===== src/hdl/drst_pkg.sv =====
// Shared types and command codes of the dirty row span tracker.
package drst_pkg;

	localparam int TEXT_ROWS    = 24;
	localparam int TEXT_COLS    = 80;
	localparam int VISIBLE_COLS = 64;

	localparam int COL_W  = 7;   // stored column values, including the clean marker
	localparam int WIDE_W = 8;   // column sums of origin and window width

	localparam logic [2:0] FUNC_MARK    = 3'd0;
	localparam logic [2:0] FUNC_ALL     = 3'd1;
	localparam logic [2:0] FUNC_PAN     = 3'd2;
	localparam logic [2:0] FUNC_CLEAR   = 3'd3;
	localparam logic [2:0] FUNC_REFRESH = 3'd4;

	typedef struct packed {
		logic mark;
		logic mark_all;
		logic pan;
		logic clear;
		logic walk;
		logic sum;
	} drst_cmd_t;

	typedef struct packed {
		logic walk_last;
	} drst_status_t;

endpackage


===== src/hdl/dirty_row_span_tracker.sv =====
// Top level of the dirty row span tracker: controller and datapath.
//
// A request is taken at a rising edge with start high and busy low. Fields
// row, from_col, to_col and view_col are read only by the requests that use
// them. Span marks, mark-all, pan and clear-view requests complete in the
// accepting cycle, so busy stays low and a new request may follow in the
// next cycle.
// A refresh raises busy while it walks the rows, reading and cleaning one row of
// the span registers each cycle, and while it then forms the summary. Span
// results appear with strobe high in the cycle after their row is visited; the
// summary (kind and last high) follows in the first cycle after busy falls.
// Each result is shown for exactly one cycle; the receiver cannot stall.
// Reset clears every row, drops the viewport and zeroes the refresh count.
module dirty_row_span_tracker (
	input  logic       clk,
	input  logic       arst_n,
	input  logic       start,
	output logic       busy,
	input  logic [2:0] func,
	input  logic [4:0] row,
	input  logic [6:0] from_col,
	input  logic [6:0] to_col,
	input  logic [6:0] view_col,
	output logic       strobe,
	output logic       kind,
	output logic [4:0] span_row,
	output logic [6:0] row_origin,
	output logic [5:0] head_cell,
	output logic [5:0] tail_cell,
	output logic [4:0] rows_drawn,
	output logic [9:0] cells_drawn,
	output logic [7:0] refresh_count,
	output logic       last
);
	import drst_pkg::*;

	drst_cmd_t    cmd;
	drst_status_t status;

	drst_ctrl u_ctrl (
		.clk    (clk),
		.arst_n (arst_n),
		.start  (start),
		.func   (func),
		.status (status),
		.cmd    (cmd),
		.busy   (busy)
	);

	drst_datapath u_dp (
		.clk           (clk),
		.arst_n        (arst_n),
		.cmd           (cmd),
		.row           (row),
		.from_col      (from_col),
		.to_col        (to_col),
		.view_col      (view_col),
		.status        (status),
		.strobe        (strobe),
		.kind          (kind),
		.span_row      (span_row),
		.row_origin    (row_origin),
		.head_cell     (head_cell),
		.tail_cell     (tail_cell),
		.rows_drawn    (rows_drawn),
		.cells_drawn   (cells_drawn),
		.refresh_count (refresh_count),
		.last          (last)
	);

	// The end of every refresh is marked by its summary.
	a_sum_after_busy: assert property (@(posedge clk) disable iff (!arst_n)
		$fell(busy) |-> (strobe && kind && last))
		else $error("refresh ended without a summary");

	// Span results only come out while a refresh is running.
	a_span_in_walk: assert property (@(posedge clk) disable iff (!arst_n)
		(strobe && !kind) |-> busy)
		else $error("span result outside a refresh");

	// An accepted refresh request starts the walk.
	a_refresh_busy: assert property (@(posedge clk) disable iff (!arst_n)
		(start && !busy && func == FUNC_REFRESH) |=> busy)
		else $error("refresh request did not start a walk");

	// A summary result never shows before the walk is over.
	a_sum_not_busy: assert property (@(posedge clk) disable iff (!arst_n)
		(strobe && kind) |-> !busy)
		else $error("summary shown during a walk");

endmodule


===== src/hdl/drst_ctrl.sv =====
// Controller of the dirty row span tracker: request decode and refresh sequencing.
module drst_ctrl (
	input  logic                clk,
	input  logic                arst_n,
	input  logic                start,
	input  logic [2:0]          func,
	input  drst_pkg::drst_status_t status,
	output drst_pkg::drst_cmd_t cmd,
	output logic                busy
);
	import drst_pkg::*;

	typedef enum logic [2:0] {
		ST_IDLE = 3'b001,
		ST_WALK = 3'b010,
		ST_SUM  = 3'b100
	} state_t;

	state_t state_q, state_d;
	logic   accept;

	assign accept = start && (state_q == ST_IDLE);
	assign busy   = (state_q != ST_IDLE);

	always_comb begin
		cmd     = '0;
		state_d = state_q;
		unique case (state_q)
			ST_IDLE: begin
				if (accept) begin
					unique case (func)
						FUNC_MARK:    cmd.mark     = 1'b1;
						FUNC_ALL:     cmd.mark_all = 1'b1;
						FUNC_PAN:     cmd.pan      = 1'b1;
						FUNC_CLEAR:   cmd.clear    = 1'b1;
						FUNC_REFRESH: state_d      = ST_WALK;
						default:      ;
					endcase
				end
			end
			ST_WALK: begin
				cmd.walk = 1'b1;
				if (status.walk_last)
					state_d = ST_SUM;
			end
			ST_SUM: begin
				cmd.sum = 1'b1;
				state_d = ST_IDLE;
			end
			default: state_d = ST_IDLE;
		endcase
	end

	always_ff @(posedge clk or negedge arst_n) begin
		if (!arst_n)
			state_q <= ST_IDLE;
		else
			state_q <= state_d;
	end

endmodule


===== src/hdl/drst_datapath.sv =====
// Datapath of the dirty row span tracker: span store, pan state and refresh arithmetic.
module drst_datapath (
	input  logic                   clk,
	input  logic                   arst_n,
	input  drst_pkg::drst_cmd_t    cmd,
	input  logic [4:0]             row,
	input  logic [6:0]             from_col,
	input  logic [6:0]             to_col,
	input  logic [6:0]             view_col,
	output drst_pkg::drst_status_t status,
	output logic                   strobe,
	output logic                   kind,
	output logic [4:0]             span_row,
	output logic [6:0]             row_origin,
	output logic [5:0]             head_cell,
	output logic [5:0]             tail_cell,
	output logic [4:0]             rows_drawn,
	output logic [9:0]             cells_drawn,
	output logic [7:0]             refresh_count,
	output logic                   last
);
	import drst_pkg::*;

	localparam int RW  = $clog2(TEXT_ROWS);
	localparam int RCW = $clog2(TEXT_ROWS + 1);
	localparam logic [COL_W-1:0]  CLEAN_COL = COL_W'(TEXT_COLS);
	localparam logic [COL_W-1:0]  MAX_COL   = COL_W'(TEXT_COLS - 1);
	localparam logic [RW-1:0]     LAST_ROW  = RW'(TEXT_ROWS - 1);
	localparam logic [WIDE_W-1:0] VIS_W     = WIDE_W'(VISIBLE_COLS);

	logic [COL_W-1:0] first_q [TEXT_ROWS];
	logic [COL_W-1:0] last_q  [TEXT_ROWS];
	logic [COL_W-1:0] pan_q;
	logic             unset_q;
	logic [7:0]       rcnt_q;
	logic [RW-1:0]    idx_q;
	logic [RCW-1:0]   rows_q;
	logic [9:0]       cells_q;

	logic [RW-1:0]    row_idx, rd_idx;
	logic             row_ok, pan_change;
	logic [COL_W-1:0] lo_sat, hi_sat, rd_first, rd_last;
	logic [WIDE_W-1:0] origin, rf, rf_end, lo, hi, lo_c, hi_c;
	logic             dirty, shown;
	logic [5:0]       fc, lc;
	logic [6:0]       row_cells;

	logic             strobe_q, kind_q, last_out_q;
	logic [4:0]       span_row_q, rows_out_q;
	logic [6:0]       origin_out_q;
	logic [5:0]       fc_q, lc_q;
	logic [9:0]       cells_out_q;
	logic [7:0]       count_out_q;

	assign row_idx    = RW'(row);
	assign row_ok     = ({1'b0, row} < 6'(TEXT_ROWS));
	assign lo_sat     = (from_col > MAX_COL) ? MAX_COL : from_col;
	assign hi_sat     = (to_col > MAX_COL) ? MAX_COL : to_col;
	assign pan_change = unset_q || (view_col != pan_q);

	// One read port serves both the mark widen and the refresh walk.
	assign rd_idx   = cmd.walk ? idx_q : row_idx;
	assign rd_first = first_q[rd_idx];
	assign rd_last  = last_q[rd_idx];

	assign origin = unset_q ? '0 : WIDE_W'(pan_q);
	assign rf     = (idx_q == '0 || idx_q == LAST_ROW) ? '0 : origin;
	assign rf_end = rf + VIS_W;
	assign lo     = WIDE_W'(rd_first);
	assign hi     = WIDE_W'(rd_last);
	assign dirty  = (rd_first <= rd_last);
	assign shown  = dirty && !(hi < rf || lo >= rf_end);
	assign lo_c   = (lo < rf) ? rf : lo;
	assign hi_c   = (hi >= rf_end) ? (rf_end - WIDE_W'(1)) : hi;
	assign fc     = 6'((lo_c - rf) >> 1);
	assign lc     = 6'((hi_c - rf) >> 1);
	assign row_cells = 7'({1'b0, lc} - {1'b0, fc} + 7'd1);

	assign status.walk_last = (idx_q == LAST_ROW);

	always_ff @(posedge clk or negedge arst_n) begin
		if (!arst_n) begin
			for (int i = 0; i < TEXT_ROWS; i++) begin
				first_q[i] <= CLEAN_COL;
				last_q[i]  <= '0;
			end
		end else begin
			for (int i = 0; i < TEXT_ROWS; i++) begin
				if (cmd.mark_all || cmd.clear ||
				    (cmd.pan && pan_change && i != 0 && i != TEXT_ROWS - 1)) begin
					first_q[i] <= '0;
					last_q[i]  <= MAX_COL;
				end else if (cmd.mark && row_ok && row_idx == RW'(i)) begin
					if (lo_sat < rd_first)
						first_q[i] <= lo_sat;
					if (hi_sat > rd_last)
						last_q[i] <= hi_sat;
				end else if (cmd.walk && dirty && idx_q == RW'(i)) begin
					first_q[i] <= CLEAN_COL;
					last_q[i]  <= '0;
				end
			end
		end
	end

	always_ff @(posedge clk or negedge arst_n) begin
		if (!arst_n) begin
			pan_q   <= '0;
			unset_q <= 1'b1;
			rcnt_q  <= '0;
			idx_q   <= '0;
			rows_q  <= '0;
			cells_q <= '0;
		end else begin
			if (cmd.clear) begin
				pan_q   <= '0;
				unset_q <= 1'b1;
			end else if (cmd.pan && pan_change) begin
				pan_q   <= view_col;
				unset_q <= 1'b0;
			end
			if (cmd.walk) begin
				idx_q <= status.walk_last ? '0 : idx_q + RW'(1);
				if (shown) begin
					rows_q  <= rows_q + RCW'(1);
					cells_q <= cells_q + 10'(row_cells);
				end
			end
			if (cmd.sum) begin
				rcnt_q  <= rcnt_q + 8'd1;
				rows_q  <= '0;
				cells_q <= '0;
			end
		end
	end

	always_ff @(posedge clk or negedge arst_n) begin
		if (!arst_n)
			strobe_q <= 1'b0;
		else
			strobe_q <= (cmd.walk && shown) || cmd.sum;
	end

	always_ff @(posedge clk) begin
		if (cmd.sum) begin
			kind_q       <= 1'b1;
			span_row_q   <= '0;
			origin_out_q <= '0;
			fc_q         <= '0;
			lc_q         <= '0;
			rows_out_q   <= 5'(rows_q);
			cells_out_q  <= cells_q;
			count_out_q  <= rcnt_q + 8'd1;
			last_out_q   <= 1'b1;
		end else if (cmd.walk && shown) begin
			kind_q       <= 1'b0;
			span_row_q   <= 5'(idx_q);
			origin_out_q <= 7'(rf);
			fc_q         <= fc;
			lc_q         <= lc;
			rows_out_q   <= '0;
			cells_out_q  <= '0;
			count_out_q  <= '0;
			last_out_q   <= 1'b0;
		end
	end

	assign strobe        = strobe_q;
	assign kind          = kind_q;
	assign span_row      = span_row_q;
	assign row_origin    = origin_out_q;
	assign head_cell     = fc_q;
	assign tail_cell     = lc_q;
	assign rows_drawn    = rows_out_q;
	assign cells_drawn   = cells_out_q;
	assign refresh_count = count_out_q;
	assign last          = last_out_q;

endmodule


===== config.mk =====
export PLATFORM = sky130hd
export DESIGN_NAME = dirty_row_span_tracker
export DESIGN_NICKNAME = d
export VERILOG_FILES = /design/src/hdl/drst_pkg.sv /design/src/hdl/dirty_row_span_tracker.sv /design/src/hdl/drst_ctrl.sv /design/src/hdl/drst_datapath.sv
export SDC_FILE = /design/constraint.sdc
export NUM_CORES = 1
export LEC_CHECK = 0
export ABC_CLOCK_PERIOD_IN_PS = 7700
export BUFFER_PORTS_ARGS = -buffer_cell sky130_fd_sc_hd__buf_2
export CAP_MARGIN = 40
export CORE_ASPECT_RATIO = 0.9
export CORE_UTILIZATION = 56
export CTS_CLUSTER_SIZE = 40
export DETAILED_ROUTE_END_ITERATION = 12
export PLACE_DENSITY = 0.72
export SLEW_MARGIN = 20
export SYNTH_ARGS = -nofsm -noshare
export SYNTH_HDL_FRONTEND = slang
export SYNTH_SLANG_ARGS = --single-unit

===== constraint.sdc =====
create_clock -name clk -period 7.7 [get_ports clk]
set_input_delay 1.54 -clock clk [delete_from_list [all_inputs] [get_ports clk]]
set_output_delay 1.54 -clock clk [all_outputs]
set_load 0.03 [all_outputs]

==> results.toml <==
[worst_setup_path]
worstSetupPathType = "input port to flop"
crit_required_ns = 8.15
path_common_cell = "buf_4"
cp.arrival_ns = 7.97
startpoint_type = "input port"
max_stage_delay_ns = 0.37
crit_path_max_fanout = 9
crit_path_end_kind = "flop"
crit_path_top_delay_cell = "fa_2"

[global_route]
grt_max_degree = 155
grt_pass1_wl_um = 130000
grt_pass1_vias = 21200
grt_overflow = 0
antenna_found_initial = 1
grt_use_total = 0.408

[power]
power_density_nw_per_um2 = 237
leakagePower_nw = 12.5
irDropWorstVdd_v = 0.000294

[outcome]
status = "completed"

[clocking]
clk_pin_slew_ns = 0.06
cts_tree = "yes"
insertion_delay_ns = 0.60
cts_root_buf = "clkbuf_16"
numCtsBuffers = 46
cts_sinks = 424
htreeDepth = 2
cts.path.max_buffers = 3

[placement]
place.gp.congestion = 1.05
portBuffers = 82
pre_cts_ws_ns = -0.488
placed_area_um2 = 26100
dp_hpwl_um = 62700

[floorplanning]
die_y_um = 195
pin_count = 83
floorplan.rows = 70
die_w_um = 217
start_util = 0.570
dieArea_um2 = 42400
coreArea_um2 = 40800

[yosys]
synth_area_um2 = 23300
ys_ff_latch = 424
syn_inst = 2442
async_reset_ff_frac = 0.887
synth_ff_type = "dfrtp_1"
yosysWarnings = 0
syn-num-nets = 2553
ys_types = 88
yosysSeqAreaShare = 0.458
syn_avg_cell_area_um2 = 9.53
synth_edf_count = 23

[sta]
drv_slew = 0
finalCritPeriodShare = 0.977
hold_viol_final = 0
finalSetupViolCount = 0
relSlewSlack = 0.325
max_slew.worst_pin.slew_ns = 1.01
clock.fmax_ghz = 0.133
finalSetupTns_ns = 0
skew_ns = 0.0355
fin_ws_ns = 0.176
finalCriticalPeriod_ns = 7.52

[drt]
viasPerCell = 6.76
routedWlPerCell_um = 26.6
dr.pass1.iters = 6
first_iter_violations = 3197
drc = 0
final_antenna_net_count = 0
routed_wl_um = 87200
vias = 22100

[layout]
area_growth_pct = 20.3
stdcell_area_um2 = 28000
fin_nets = 2812
final_cell_mix = "nand2_1, dfrtp_1, buf_4, nor2_1, a22o_1"
drive_gt1_frac = 0.237
layout_commonest_cell = "nand2_1"
antenna_cells = 0

[run]
maxCapViolations = 0

[worst_hold_path]
hp-class = "flop to flop"
-- power by group --
group / leakage [nW] / total (mW) / internal [mW] / switching (mW)
clock network: 0.717 / 2.17 / 1.24 / 0.937
logic: 6.80 / 2.01 / 0.919 / 1.09
registers: 5.01 / 2.46 / 2.38 / 0.0796
total: 12.5 / 6.64 / 4.53 / 2.11
-- worst paths after layout --
check	startpoint	end	slack, ns	depth (start not counted)
worst max-delay path	row[0]	u_dp.cells_q[9]	0.18	36
worst min-delay path	u_dp.head_cell[1]	u_dp.head_cell[1]	0.46	2
worst max register to register	u_ctrl.state_q[0]	u_dp.cells_q[9]	0.19	35
worst min register to register	u_dp.head_cell[1]	u_dp.head_cell[1]	0.46	2
max in group asynchronous	arst_n	u_dp.first_q[129]	5.37	2
min in group asynchronous	arst_n	u_dp.cells_q[0]	0.90	1
-- metrics by stage --
| stage | instances | util | hold slack (ns) | total power [mW] |
|---|---|---|---|---|
| after floorplan | 2442 | - | 0.449 | 3.57 |
| after global placement | 3157 | 0.634 | 0.440 | 4.26 |
| after detailed placement | 3173 | 0.639 | 0.455 | 4.31 |
| after CTS | 3256 | 0.674 | 0.467 | 6.47 |
| after global routing | 3276 | 0.686 | 0.488 | 6.92 |
| final | 3276 | 0.686 | 0.463 | 6.64 |
-- synth_stat cells, types with 6 or more instances --
cell type	number	share of area
nor3_1	34	0.0073
mux2_2	37	0.018
o22a_1	10	0.0038
buf_1	17	0.0027
xnor2_1	34	0.013
o21ai_0	104	0.022
xor2_1	13	0.0049
a211oi_1	40	0.013
buf_6	7	0.0034
a21o_1	24	0.0077
buf_2	20	0.0043
and3_1	71	0.019
nand2b_1	11	0.0030
and2_1	11	0.0030
nand4_1	25	0.0067
dfxtp_1	25	0.022
edfxtp_1	23	0.030
nor2_1	166	0.027
inv_1	87	0.014
nand3b_1	7	0.0023
o2bb2ai_1	15	0.0056
dfrtp_1	326	0.35
or3_1	7	0.0019
mux2i_1	42	0.018
mux2_4	7	0.0045
ha_1	75	0.040
a311oi_1	70	0.026
o221a_2	15	0.0073
o211ai_1	20	0.0065
a221o_1	20	0.0086
a31oi_1	12	0.0032
nor2b_1	16	0.0043
a22o_1	119	0.045
a21oi_1	112	0.024
a221oi_1	24	0.0090
o311a_1	6	0.0026
nand2_1	389	0.063
a32o_1	6	0.0026
o31ai_1	11	0.0035
nand3_1	108	0.023
dfstp_2	50	0.056
clkbuf_1	118	0.019
-- final cells by class --
cell class | count | area [um^2]
clock inverter | 13 | 101
inverter | 87 | 327
timing repair buffer | 375 | 2950
tap | 540 | 676
multi-input combinational | 1767 | 11900
sequential | 424 | 10700
clock buffer | 70 | 1340
fill | 3228 | 12800
-- timing repair --
item / 4_1_cts / 5_1_grt
setup buffers: 0 / 16
hold buffers: 0 / 0
gates resized for setup: 0 / 67
hold endpoints to repair: 0 / 0
endpoints found under the setup margin: 0 / 5
-- cell families (layout without fill, tap and decap cells) --
logic type | after synthesis | in the layout | share of synthesized area
compound gates | 676 | 678 | 0.218
mux | 91 | 91 | 0.0453
xor+xnor | 47 | 47 | 0.0177
fa+ha+maj | 79 | 79 | 0.0438
flops | 424 | 424 | 0.458
simple gates | 872 | 872 | 0.172
buf+inv | 253 | 545 | 0.0451
-- metal layers --
layer  wire length, um  track usage  part of all wire
met4              3560        0.152             0.041
met5                 0            0                 0
met1             35300        0.573              0.40
met3             11000        0.118              0.13
met2             37400        0.599              0.43
-- flip-flops by register name (all words and copies together) (netlist names), 6 cells and up --
name                cells
u_dp.cells_q           10
u_dp.cells_drawn       10
u_dp.refresh_count      8
u_dp.head_cell          6
u_dp.first_q          168
u_dp.last_q           168
u_dp.row_origin         7
u_dp.rcnt_q             8
u_dp.tail_cell          6
u_dp.pan_q              7
-- critical path: cells and delay by family --
family	cells	cell delay, ns
AOI/OAI and AO/OA	13	2.19
xor gates and xnor gates	3	0.44
adders and majority gates	5	1.51
buffers and inverters	9	1.37
and+or+nand+nor	6	0.87
No activity file was read; power rests on OpenSTA's default activity.
